[src/rtl/core/blank_skipping_multi_word_matcher_unit_defines.svh]
// ----------------------------------------------------------------------------
// Assertion macros for the blank-skipping multi-word matcher
// Shared property wrappers, clocked on clk and disabled during reset.
// ----------------------------------------------------------------------------
`ifndef BLANK_SKIPPING_MULTI_WORD_MATCHER_UNIT_DEFINES_SVH
`define BLANK_SKIPPING_MULTI_WORD_MATCHER_UNIT_DEFINES_SVH

// property that must hold at every clock edge out of reset
`define BSMWM_ASSERT(label, prop, msg) \
    label: assert property (@(posedge clk) disable iff (!rst_n) prop) \
        else $error(msg);

// condition in one cycle implies a consequence in the next
`define BSMWM_ASSERT_NEXT(label, pre, post, msg) \
    label: assert property (@(posedge clk) disable iff (!rst_n) (pre) |=> (post)) \
        else $error(msg);

`endif

[src/rtl/core/bsmwm_pkg.sv]
// ----------------------------------------------------------------------------
// bsmwm_pkg
// Types, blank codes and the built-in word list of the matcher.
// ----------------------------------------------------------------------------
package bsmwm_pkg;

    localparam logic [7:0] BLANK_SPACE   = 8'h20;
    localparam logic [7:0] BLANK_TAB     = 8'h09;
    localparam logic [7:0] BLANK_NEWLINE = 8'h0A;

    localparam int BUILTIN_COUNT = 7;
    localparam int BUILTIN_MAX   = 12;

    localparam logic [7:0] BUILTIN_WORDS [0:BUILTIN_COUNT-1][0:BUILTIN_MAX-1] = '{
        '{8'h64, 8'h69, 8'h61, 8'h6F, 8'h79, 8'h75, 8'h64, 8'h61, 8'h6F,
          8'h00, 8'h00, 8'h00},
        '{8'h6A, 8'h69, 8'h61, 8'h6E, 8'h67, 8'h65, 8'h6C, 8'h69, 8'h65,
          8'h64, 8'h61, 8'h6F},
        '{8'hE9, 8'h92, 8'h93, 8'hE9, 8'hB1, 8'hBC, 8'hE5, 8'hB2, 8'h9B,
          8'h00, 8'h00, 8'h00},
        '{8'hE5, 8'hB0, 8'h96, 8'hE9, 8'h9A, 8'h94, 8'hE5, 8'h88, 8'h97,
          8'hE5, 8'hB2, 8'h9B},
        '{8'hE5, 8'hB0, 8'h96, 8'hE9, 8'h98, 8'h81, 8'hE5, 8'h88, 8'h97,
          8'hE5, 8'hB2, 8'h9B},
        '{8'hE9, 8'h97, 8'hB4, 8'hE9, 8'h9A, 8'h94, 8'hE5, 8'h88, 8'h97,
          8'hE5, 8'hB2, 8'h9B},
        '{8'hE9, 8'h97, 8'hB4, 8'hE9, 8'h98, 8'h81, 8'hE5, 8'h88, 8'h97,
          8'hE5, 8'hB2, 8'h9B}
    };

    localparam int BUILTIN_LENGTHS [0:BUILTIN_COUNT-1] = '{9, 12, 9, 12, 12, 12, 12};

    // control handed from the top level to every cell
    typedef struct packed {
        logic shift;
        logic clear;
    } bsmwm_ctl_t;

    // byte k of word w, zero outside the list
    function automatic logic [7:0] builtin_byte(input int w, input int k);
        logic [7:0] r;
        r = '0;
        if (w >= 0 && w < BUILTIN_COUNT && k >= 0 && k < BUILTIN_MAX)
        begin
            r = BUILTIN_WORDS[w][k];
        end
        return r;
    endfunction

    // loaded length of word w; words that do not fit the window are not loaded
    function automatic int builtin_len(input int w, input int max_len);
        int r;
        r = 0;
        if (w >= 0 && w < BUILTIN_COUNT)
        begin
            if (BUILTIN_LENGTHS[w] <= max_len && BUILTIN_LENGTHS[w] <= BUILTIN_MAX)
            begin
                r = BUILTIN_LENGTHS[w];
            end
        end
        return r;
    endfunction

endpackage

[src/rtl/core/bsmwm_cell.sv]
// ----------------------------------------------------------------------------
// bsmwm_cell
// One position of the match chain: keeps, per word, whether the newest
// bytes match that word's prefix ending at this position.
// ----------------------------------------------------------------------------
module bsmwm_cell
    import bsmwm_pkg::*;
#(
    parameter int WORD_COUNT   = 8,
    parameter int MAX_WORD_LEN = 16,
    parameter int CELL_IDX     = 0
)
(
    input  logic                  clk,
    input  logic                  rst_n,
    input  bsmwm_ctl_t            ctl,
    input  logic [7:0]            text_byte,
    input  logic [WORD_COUNT-1:0] prefix_in,
    output logic [WORD_COUNT-1:0] prefix_out,
    output logic                  word_hit
);

    logic [WORD_COUNT-1:0] prefix_reg;
    logic [WORD_COUNT-1:0] prefix_next;
    logic [WORD_COUNT-1:0] cand;
    logic [WORD_COUNT-1:0] ends_here;
    logic [WORD_COUNT-1:0] keep;

    always_comb
    begin
        for (int w = 0; w < WORD_COUNT; w++)
        begin
            cand[w]      = prefix_in[w]
                           && (builtin_len(w, MAX_WORD_LEN) > CELL_IDX)
                           && (text_byte == builtin_byte(w, CELL_IDX));
            ends_here[w] = (builtin_len(w, MAX_WORD_LEN) == CELL_IDX + 1);
            // only prefixes that can still grow move down the chain
            keep[w]      = (builtin_len(w, MAX_WORD_LEN) > CELL_IDX + 1);
        end
    end

    always_comb
    begin
        if (ctl.clear)
        begin
            prefix_next = '0;
        end
        else if (ctl.shift)
        begin
            prefix_next = cand & keep;
        end
        else
        begin
            prefix_next = prefix_reg;
        end
    end

    always_ff @(posedge clk or negedge rst_n)
    begin
        if (!rst_n)
        begin
            prefix_reg <= '0;
        end
        else
        begin
            prefix_reg <= prefix_next;
        end
    end

    assign prefix_out = prefix_reg;
    assign word_hit   = ctl.shift && |(cand & ends_here);

endmodule

[src/rtl/core/blank_skipping_multi_word_matcher_unit.sv]
// ----------------------------------------------------------------------------
// blank_skipping_multi_word_matcher_unit
// Streams text bytes, drops blanks and flags texts holding a listed word.
//
//   channel | signals                         | moves
//   --------+---------------------------------+------------------------------
//   input   | in_valid in_ready               | text_byte, last_byte
//   output  | out_valid out_ready             | is_dirty, one per text
//
// one byte per cycle while in_ready is high; each cell compares the byte
// with one column of the word list and hands its prefix flags to the next
// cell, so a word is found in the cycle its last byte arrives
// the result is registered and appears the cycle after the last byte
// reset clears the chain, the hit flag and the output register
// while a result waits, bytes that are not the last keep flowing
// ----------------------------------------------------------------------------
`include "blank_skipping_multi_word_matcher_unit_defines.svh"

module blank_skipping_multi_word_matcher_unit
    import bsmwm_pkg::*;
#(
    parameter int MAX_WORD_LEN = 16,
    parameter int WORD_COUNT   = 8
)
(
    input  logic       clk,
    input  logic       rst_n,
    input  logic       in_valid,
    output logic       in_ready,
    input  logic [7:0] text_byte,
    input  logic       last_byte,
    output logic       out_valid,
    input  logic       out_ready,
    output logic       is_dirty
);

    logic                  in_accept;
    logic                  nonblank;
    bsmwm_ctl_t            ctl;
    logic [WORD_COUNT-1:0] chain [0:MAX_WORD_LEN];
    logic [MAX_WORD_LEN-1:0] cell_hit;
    logic                  any_hit;

    logic hit_reg;
    logic hit_next;
    logic out_valid_reg;
    logic out_valid_next;
    logic is_dirty_reg;
    logic is_dirty_next;

    // only the last byte needs the output slot
    assign in_ready  = !out_valid_reg || out_ready || !last_byte;
    assign in_accept = in_valid && in_ready;
    assign nonblank  = (text_byte != BLANK_SPACE) && (text_byte != BLANK_TAB)
                       && (text_byte != BLANK_NEWLINE);

    assign ctl.shift = in_accept && nonblank;
    assign ctl.clear = in_accept && last_byte;

    assign chain[0] = '1;

    for (genvar k = 0; k < MAX_WORD_LEN; k++)
    begin : g_cell
        bsmwm_cell #(
            .WORD_COUNT   (WORD_COUNT),
            .MAX_WORD_LEN (MAX_WORD_LEN),
            .CELL_IDX     (k)
        ) u_cell (
            .clk        (clk),
            .rst_n      (rst_n),
            .ctl        (ctl),
            .text_byte  (text_byte),
            .prefix_in  (chain[k]),
            .prefix_out (chain[k+1]),
            .word_hit   (cell_hit[k])
        );
    end

    assign any_hit = |cell_hit;

    always_comb
    begin
        hit_next = hit_reg;
        if (ctl.clear)
        begin
            hit_next = 1'b0;
        end
        else if (any_hit)
        begin
            hit_next = 1'b1;
        end

        out_valid_next = out_valid_reg;
        if (ctl.clear)
        begin
            out_valid_next = 1'b1;
        end
        else if (out_ready)
        begin
            out_valid_next = 1'b0;
        end

        is_dirty_next = is_dirty_reg;
        if (ctl.clear)
        begin
            is_dirty_next = hit_reg || any_hit;
        end
    end

    always_ff @(posedge clk or negedge rst_n)
    begin
        if (!rst_n)
        begin
            hit_reg       <= 1'b0;
            out_valid_reg <= 1'b0;
            is_dirty_reg  <= 1'b0;
        end
        else
        begin
            hit_reg       <= hit_next;
            out_valid_reg <= out_valid_next;
            is_dirty_reg  <= is_dirty_next;
        end
    end

    assign out_valid = out_valid_reg;
    assign is_dirty  = is_dirty_reg;

    `BSMWM_ASSERT(a_tail_cell_empty, chain[MAX_WORD_LEN] == '0, "prefix left the chain end")
    `BSMWM_ASSERT_NEXT(a_result_after_last, ctl.clear, out_valid_reg, "no result after last byte")
    `BSMWM_ASSERT_NEXT(a_hit_cleared, ctl.clear, !hit_reg, "hit flag survived end of text")

endmodule

[config.mk]
export PLATFORM = sky130hd
export DESIGN_NAME = blank_skipping_multi_word_matcher_unit
export DESIGN_NICKNAME = d
export VERILOG_FILES = /design/src/rtl/core/bsmwm_pkg.sv /design/src/rtl/core/bsmwm_cell.sv /design/src/rtl/core/blank_skipping_multi_word_matcher_unit.sv
export VERILOG_INCLUDE_DIRS = /design/src /design/src/rtl/core
export SDC_FILE = /design/constraint.sdc
export NUM_CORES = 1
export LEC_CHECK = 0
export BUFFER_PORTS_ARGS = -buffer_cell sky130_fd_sc_hd__buf_2
export CAP_MARGIN = 20
export CELL_PAD_IN_SITES_DETAIL_PLACEMENT = 0
export CELL_PAD_IN_SITES_GLOBAL_PLACEMENT = 2
export CORE_MARGIN = 1.5
export CORE_UTILIZATION = 41
export CTS_BUF_LIST = sky130_fd_sc_hd__clkbuf_2 sky130_fd_sc_hd__clkbuf_4 sky130_fd_sc_hd__clkbuf_8
export CTS_CLUSTER_DIAMETER = 150
export CTS_CLUSTER_SIZE = 28
export DETAILED_ROUTE_END_ITERATION = 6
export PLACE_DENSITY = 0.91
export SYNTH_ARGS = -nofsm -noshare
export SYNTH_HDL_FRONTEND = slang
export SYNTH_SLANG_ARGS = --single-unit
export TNS_END_PERCENT = 5
[constraint.sdc]
create_clock -name clk -period 1.6 [get_ports clk]
set_input_delay 0.16 -clock clk [delete_from_list [all_inputs] [get_ports clk]]
set_output_delay 0.16 -clock clk [all_outputs]
set_load 0.05 [all_outputs]
==> results.tsv, run 1 <==
stage	metric	value	unit
outcome	status	finished clean	
layout	Antenna diodes	0	
cts	postcts setup bufs	0	
synth	Syn Nets	365	
routing	Avg WL per Cell	15.6	um
global_routing	initial antenna violation count	0	
placement	hpwl dp	5150	um
routing	Remaining DRCs	0	
global_routing	first-pass GRT wire length	12900	um
layout	most frequent cells in the layout	dfrtp_1, nand2_1, mux2i_1	
global_routing	gr usage total	0.192	
synth	Synth Flop Type	dfrtp_1	
synth	Cell Area, Synth	0.00337	mm^2
timing	RSZ-0062 raised after global routing	no	
timing	slew of the pin with the lowest slew margin	473	ps
timing	final worst-path cycle share	0.890	
layout	layout cell share with drive strength beyond 1	0.167	
setup_path	Worst EP arrival	1640	ps
cts	H-tree depth	3	
placement	gp weighted congestion	0.852	
layout	most common cell after layout, fill and taps aside	dfrtp_1	
setup_path	WP data required	1820	ps
routing	Iteration-0 DRC Markers	172	
cts	CTS clock-pin slew for the worst setup and hold paths	70	ps
timing	skew final	5.79	ps
layout	P&R area growth vs syn	15.4	%
flow_run	Max Cap Viol	0	
routing	post-route ant nets	0	
cts	post_cts resized	0	
synth	Async S/R FF share, synth	1.00	
routing	Total Routed Length	7560	um
setup_path	CP Capture Type	flip-flop	
timing	final setup vio count	0	
cts	Max Root-Sink Buffers	2	
placement	Place WS	29.8	ps
timing	fmax	703	MHz
placement	Placed Area	0.00370	mm^2
layout	fin util	0.496	
timing	PnR worst setup slack	177	ps
floorplan	die area	0.00878	mm^2
synth	Syn Inst Count	352	
synth	post-synthesis mux area share	0.163	
layout	max reg flops	62	
power_and_ir_drop	Total Power	3330	uW
power_and_ir_drop	PwrDens	856	mW/mm^2
cts	Sink Count	65	
synth	Netlist cell types	33	
floorplan	core area	0.00785	mm^2
setup_path	CP max FO	2	
min_path	Hold Path Class	in2reg	
timing	Final Max Slew Viols	0	
synth	simple logic cell fraction of the synthesized area	0.259	
layout	fillcell total	766	
synth	combinational family with the most area after synthesis	simple AND/OR/NAND/NOR gates	
cts	CTS root buf	clkbuf_8	
synth	Yosys warning total	0	
synth	Synth Area in XOR/XNOR	0	
global_routing	largest net degree at the start of global routing	52	
layout	Total Nets Final	392	
cts	clk_lat worst skew	340	ps
global_routing	vias in the first global route	2533	
cts	CTS tree	done	
floorplan	row count	32	
routing	vias per cell	5.33	
floorplan	initial core utilization	0.430	
timing	Slew headroom	0.683	
synth	Post-synth EDFFs	0	
global_routing	grt ovf	0	
floorplan	I/O pin count	16	
floorplan	Die X	93.7	um
placement	IO Port Bufs	15	
synth	flops & latches, synth	65	
setup_path	type of origin of the critical path	flip-flop	
power_and_ir_drop	maximum VDD drop	0.000560	V
routing	via count	2587	
setup_path	crit path kind	reg2reg	
layout	fin area	0.00389	mm^2
cts	Num CTS Buffers	9	
routing	TritonRoute pass-1 iters	4	
synth	Post-Synth Adder-Cell Area	0	
timing	Fin. Hold Viols	0	
timing	crit path time final	1420	ps
power_and_ir_drop	Pleak	0.00173	uW
synth	syn_area_per_cell	9.58	um^2
synth	register area share after synthesis	0.482	
floorplan	die span in y	93.7	um
synth	Synth Area in Compound Gates	0.0497	
-- routing by layer --
| layer | GRT usage | routed length, um | up-vias |
|---|---|---|---|
| met5 | 0 | 0 | - |
| met4 | 0.0672 | 87 | 0 |
| met3 | 0.0510 | 342 | 9 |
| met2 | 0.264 | 3250 | 44 |
| met1 | 0.288 | 3880 | 1240 |
| li1 | - | - | 1294 |
-- area by class of cell --
type                    instances  area (um^2)  area share
well taps                     102          128      0.0328
clock buffers                  13          173      0.0444
inverters                       5         18.8     0.00482
multi-input cells             256         1600       0.412
clock inverters                 2         12.5     0.00321
flip-flops and latches         65         1630       0.418
repair buffers                 42          330      0.0849
-- repair_timing --
item                                   4_1_cts  5_1_grt
endpoints found under the hold margin       16        0
hold buffers                                 1        0
setup endpoints to repair                    0        0
-- cell usage after synthesis, types with 3 or more instances --
master      n  area [um^2]
nand2_1    63          236
inv_1       5         18.8
nor3_1      7         35.0
clkbuf_1   19         71.3
nand4bb_1   3         33.8
nand3_1    53          265
o21ai_0     7         35.0
nand4_1     9         56.3
nand4b_1    3         26.3
nor4_1      6         37.5
nand2b_1    6         37.5
nor2_1     14         52.6
buf_6       5         56.3
a21oi_1     9         45.0
dfrtp_1    65         1630
mux2i_1    55          551
-- cells by family (layout without fill, tap and decap cells) --
| family | Yosys count | in the layout |
|---|---|---|
| AOI/OAI and AO/OA | 25 | 25 |
| muxes | 55 | 55 |
| buffers and inverters | 31 | 62 |
| DFF | 65 | 65 |
| and+or+nand+nor | 176 | 176 |
-- final timing paths --
check                                                start                              to  slack [ps]  cells past startpoint
min in group asynchronous                            rst_n                        is_dirty         220                      2
max in group asynchronous                            rst_n  g_cell[2].u_cell.prefix_out[4]         840                      3
setup / recovery           g_cell[10].u_cell.prefix_out[3]                         hit_reg         180                      5
hold / removal                                   last_byte                         hit_reg         110                      4
setup reg to reg           g_cell[10].u_cell.prefix_out[3]                         hit_reg         180                      5
hold reg to reg                                    hit_reg                         hit_reg         520                      2
-- stage by stage --
stage / instances / hold WS, ps / TNS [ps]
final: 485 / 109 / 0
after CTS: 485 / 95.3 / 0
after detailed placement: 469 / 43.6 / 0
after global routing: 485 / 143 / 0
after global placement: 469 / 42.4 / 0
after floorplan: 352 / -136 / -17790
-- report_power, final --
group	internal (uW)	leakage [uW]	switching, uW
Sequential	1650	0.000904	4.58
Clock	696	0.0000949	607
Combinational	122	0.000730	252
-- worst max-delay path, stage by stage, from the launching register on --
cell,delay [ps]
dfrtp_1,380
nor4_1,310
buf_4,170
a2111oi_0,80
a21oi_1,230
o21ai_0,120
Power figures use the tool's default switching activity.
==> inputs of run 2 (changes only) <==
--- a/config.mk
+++ b/config.mk
@@ -7,7 +7,6 @@
 export NUM_CORES = 1
 export LEC_CHECK = 0
 export BUFFER_PORTS_ARGS = -buffer_cell sky130_fd_sc_hd__buf_2
-export CAP_MARGIN = 20
 export CELL_PAD_IN_SITES_DETAIL_PLACEMENT = 0
 export CELL_PAD_IN_SITES_GLOBAL_PLACEMENT = 2
 export CORE_MARGIN = 1.5
==> constraint.sdc (replaced) <==
create_clock -name clk -period 1.6 [get_ports clk]
set_input_delay 0.48 -clock clk [delete_from_list [all_inputs] [get_ports clk]]
set_output_delay 0.48 -clock clk [all_outputs]
set_load 0.05 [all_outputs]
==> run 2 against run 1 <==
Compared with the run above:
- critical path depth fell by 3
- worst hold slack improved by 19 ps
- final area rose by 5.0%
- clock power fell by 5%
- critical endpoint is now in_ready
- via count rose by 4.8%
- power fell by 0.14%
- setup slack got worse by 150 ps
- sequential power barely moved
- sequential share of layout area fell by 2.0 points
- die area did not move
- count of clock-buffer cells in the layout fell by 1
- register-to-register slack got worse by 110 ps
==> results.tsv, run 2 (synthesis results as in run 1) <==
stage	metric	value	unit	change
cts	CTS clock-pin slew for the worst setup and hold paths	80	ps	about the same
cts	H-tree depth	3		unchanged
timing	crit path time final	1570	ps	+147 ps
layout	fin area	0.00409	mm^2	+5.0%
timing	RSZ-0062 raised after global routing	yes		
power_and_ir_drop	PwrDens	814	mW/mm^2	-4.9%
power_and_ir_drop	Int Pwr	2440	uW	-1.0%
floorplan	row count	32		unchanged
power_and_ir_drop	Total Power	3330	uW	-0.14%
power_and_ir_drop	Logic pwr share	0.129		+0.017
setup_path	crit-path cells	nand3b_1 -> buf_6		
power_and_ir_drop	Pleak	0.00184	uW	+6.6%
placement	hpwl dp	5500	um	+6.7%
floorplan	die area	0.00878	mm^2	unchanged
power_and_ir_drop	switching share of total power	0.266		+0.00672
global_routing	gr usage total	0.198		+0.00637
floorplan	core area	0.00785	mm^2	unchanged
cts	cts hold-fix bufs	0		-1
floorplan	I/O pin count	16		unchanged
timing	PnR worst setup slack	29.3	ps	-147 ps
setup_path	type of origin of the critical path	flip-flop		
placement	IO Port Bufs	15		unchanged
power_and_ir_drop	clock share of power	0.374		-0.017
timing	fmax	637	MHz	-9.4%
timing	Fin. Hold Viols	0		unchanged
layout	fin util	0.521		+0.0247
floorplan	die span in y	93.7	um	unchanged
floorplan	initial core utilization	0.430		unchanged
cts	CTS root buf	clkbuf_8		
cts	Num CTS Buffers	9		unchanged
routing	Remaining DRCs	0		unchanged
global_routing	first-pass GRT wire length	13200	um	+2.5%
setup_path	CP max FO	3		+1
cts	clk_lat worst skew	350	ps	about the same
setup_path	CP max stage cell	dfrtp_2		
routing	via count	2710		+4.8%
layout	P&R area growth vs syn	21.1	%	
power_and_ir_drop	maximum VDD drop	0.000344	V	-39%
placement	Placed Area	0.00389	mm^2	+5.3%
timing	Slew headroom	0.637		-0.0463
global_routing	initial antenna violation count	0		unchanged
timing	skew final	7.86	ps	+2.07 ps
timing	slew of the pin with the lowest slew margin	542	ps	+68.8 ps
layout	layout cell share with drive strength beyond 1	0.215		+0.0482
layout	most common cell after layout, fill and taps aside	dfrtp_1		
flow_run	Max Cap Viol	0		unchanged
global_routing	grt ovf	0		unchanged
setup_path	WP data required	1120	ps	-700 ps
cts	CTS tree	done		
outcome	status	finished clean		
global_routing	largest net degree at the start of global routing	66		+27%
cts	Sink Count	65		unchanged
layout	max reg flops	62		unchanged
timing	final setup vio count	0		unchanged
routing	post-route ant nets	0		unchanged
routing	Total Routed Length	7800	um	+3.3%
setup_path	CP Capture Type	output port		
routing	vias per cell	5.36		+0.41%
power_and_ir_drop	NetSw	885	uW	+2.4%
global_routing	vias in the first global route	2668		+5.3%
placement	gp weighted congestion	0.940		+10%
placement	Place WS	-328	ps	-358 ps
timing	Final Max Slew Viols	0		unchanged
setup_path	CP max stage delay	430	ps	+50 ps
cts	Max Root-Sink Buffers	2		unchanged
layout	Total Nets Final	413		+5.4%
timing	final worst-path cycle share	0.982		+0.0921
routing	Avg WL per Cell	15.4	um	-1.0%
routing	Iteration-0 DRC Markers	194		+13%
layout	Antenna diodes	0		unchanged
floorplan	Die X	93.7	um	unchanged
min_path	Hold Path Class	in2async		
setup_path	crit path kind	reg2out		
routing	TritonRoute pass-1 iters	4		unchanged
power_and_ir_drop	Reg power frac	0.498		about the same
setup_path	Worst EP arrival	1090	ps	-550 ps
timing	Min Hold Slack	128	ps	+19.0 ps
layout	most frequent cells in the layout	dfrtp_1, nand2_1, mux2i_1		
-- run 2: what timing repair did --
| item | 4_1_cts | 5_1_grt |
|---|---|---|
| pin swaps | 1 | 1 |
| resized for setup | 2 | 2 |
| endpoints found under the hold margin | 0 | 0 |
| setup endpoints to repair | 1 | 14 |
| buffers inserted | 1 | 0 |
-- run 2: area by class of cell --
type	instances	area (um^2)
Fill cell	736	3760
Sequential cell	65	1630
Multi-Input combinational cell	256	1610
Timing Repair Buffer	63	533
Clock buffer	12	153
Tap cell	102	128
Inverter	5	18.8
Clock inverter	3	17.5
-- run 2: power by group through the flow --
stage	Sequential [uW]	Clock, uW	Combinational (uW)
after floorplan	1710	0	213
after global placement	1690	0	423
after detailed placement	1690	0	424
after CTS	1650	1280	429
after global routing	1660	1340	460
final	1660	1240	428
-- run 2: per-layer routing --
metal	wire, um	share of wire	global-route usage
met1	3850	0.49	0.278
met2	3560	0.46	0.298
met3	280	0.036	0.0534
met4	113	0.014	0.0622
met5	0	0	0
-- run 2: final timing paths --
path	from	endpoint	slack [ps]	cells past startpoint
max in group asynchronous	rst_n	g_cell[6].u_cell.prefix_out[6]	1150	2
worst max register to register	out_valid	g_cell[6].u_cell.prefix_out[3]	70	6
min in group clk	in_valid	hit_reg	450	3
worst min register to register	hit_reg	hit_reg	520	2
worst min-delay path	rst_n	is_dirty	130	2
worst max-delay path	out_valid	in_ready	30	2
-- run 2: metrics by stage --
| stage | std cells | setup TNS [ps] |
|---|---|---|
| 5_1_grt | 506 | -140 |
| 3_3_place_gp | 490 | -15950 |
| 4_1_cts | 506 | 0 |
| 2_1_floorplan | 352 | -17810 |
| 3_5_place_dp | 490 | -16540 |
| 6_report | 506 | 0 |
-- run 2: critical path, delay by kind of cell (launching register included) --
kind | cells | cell delay [ps]
buf+inv | 1 | 180
simple gates | 1 | 150
flops | 1 | 430
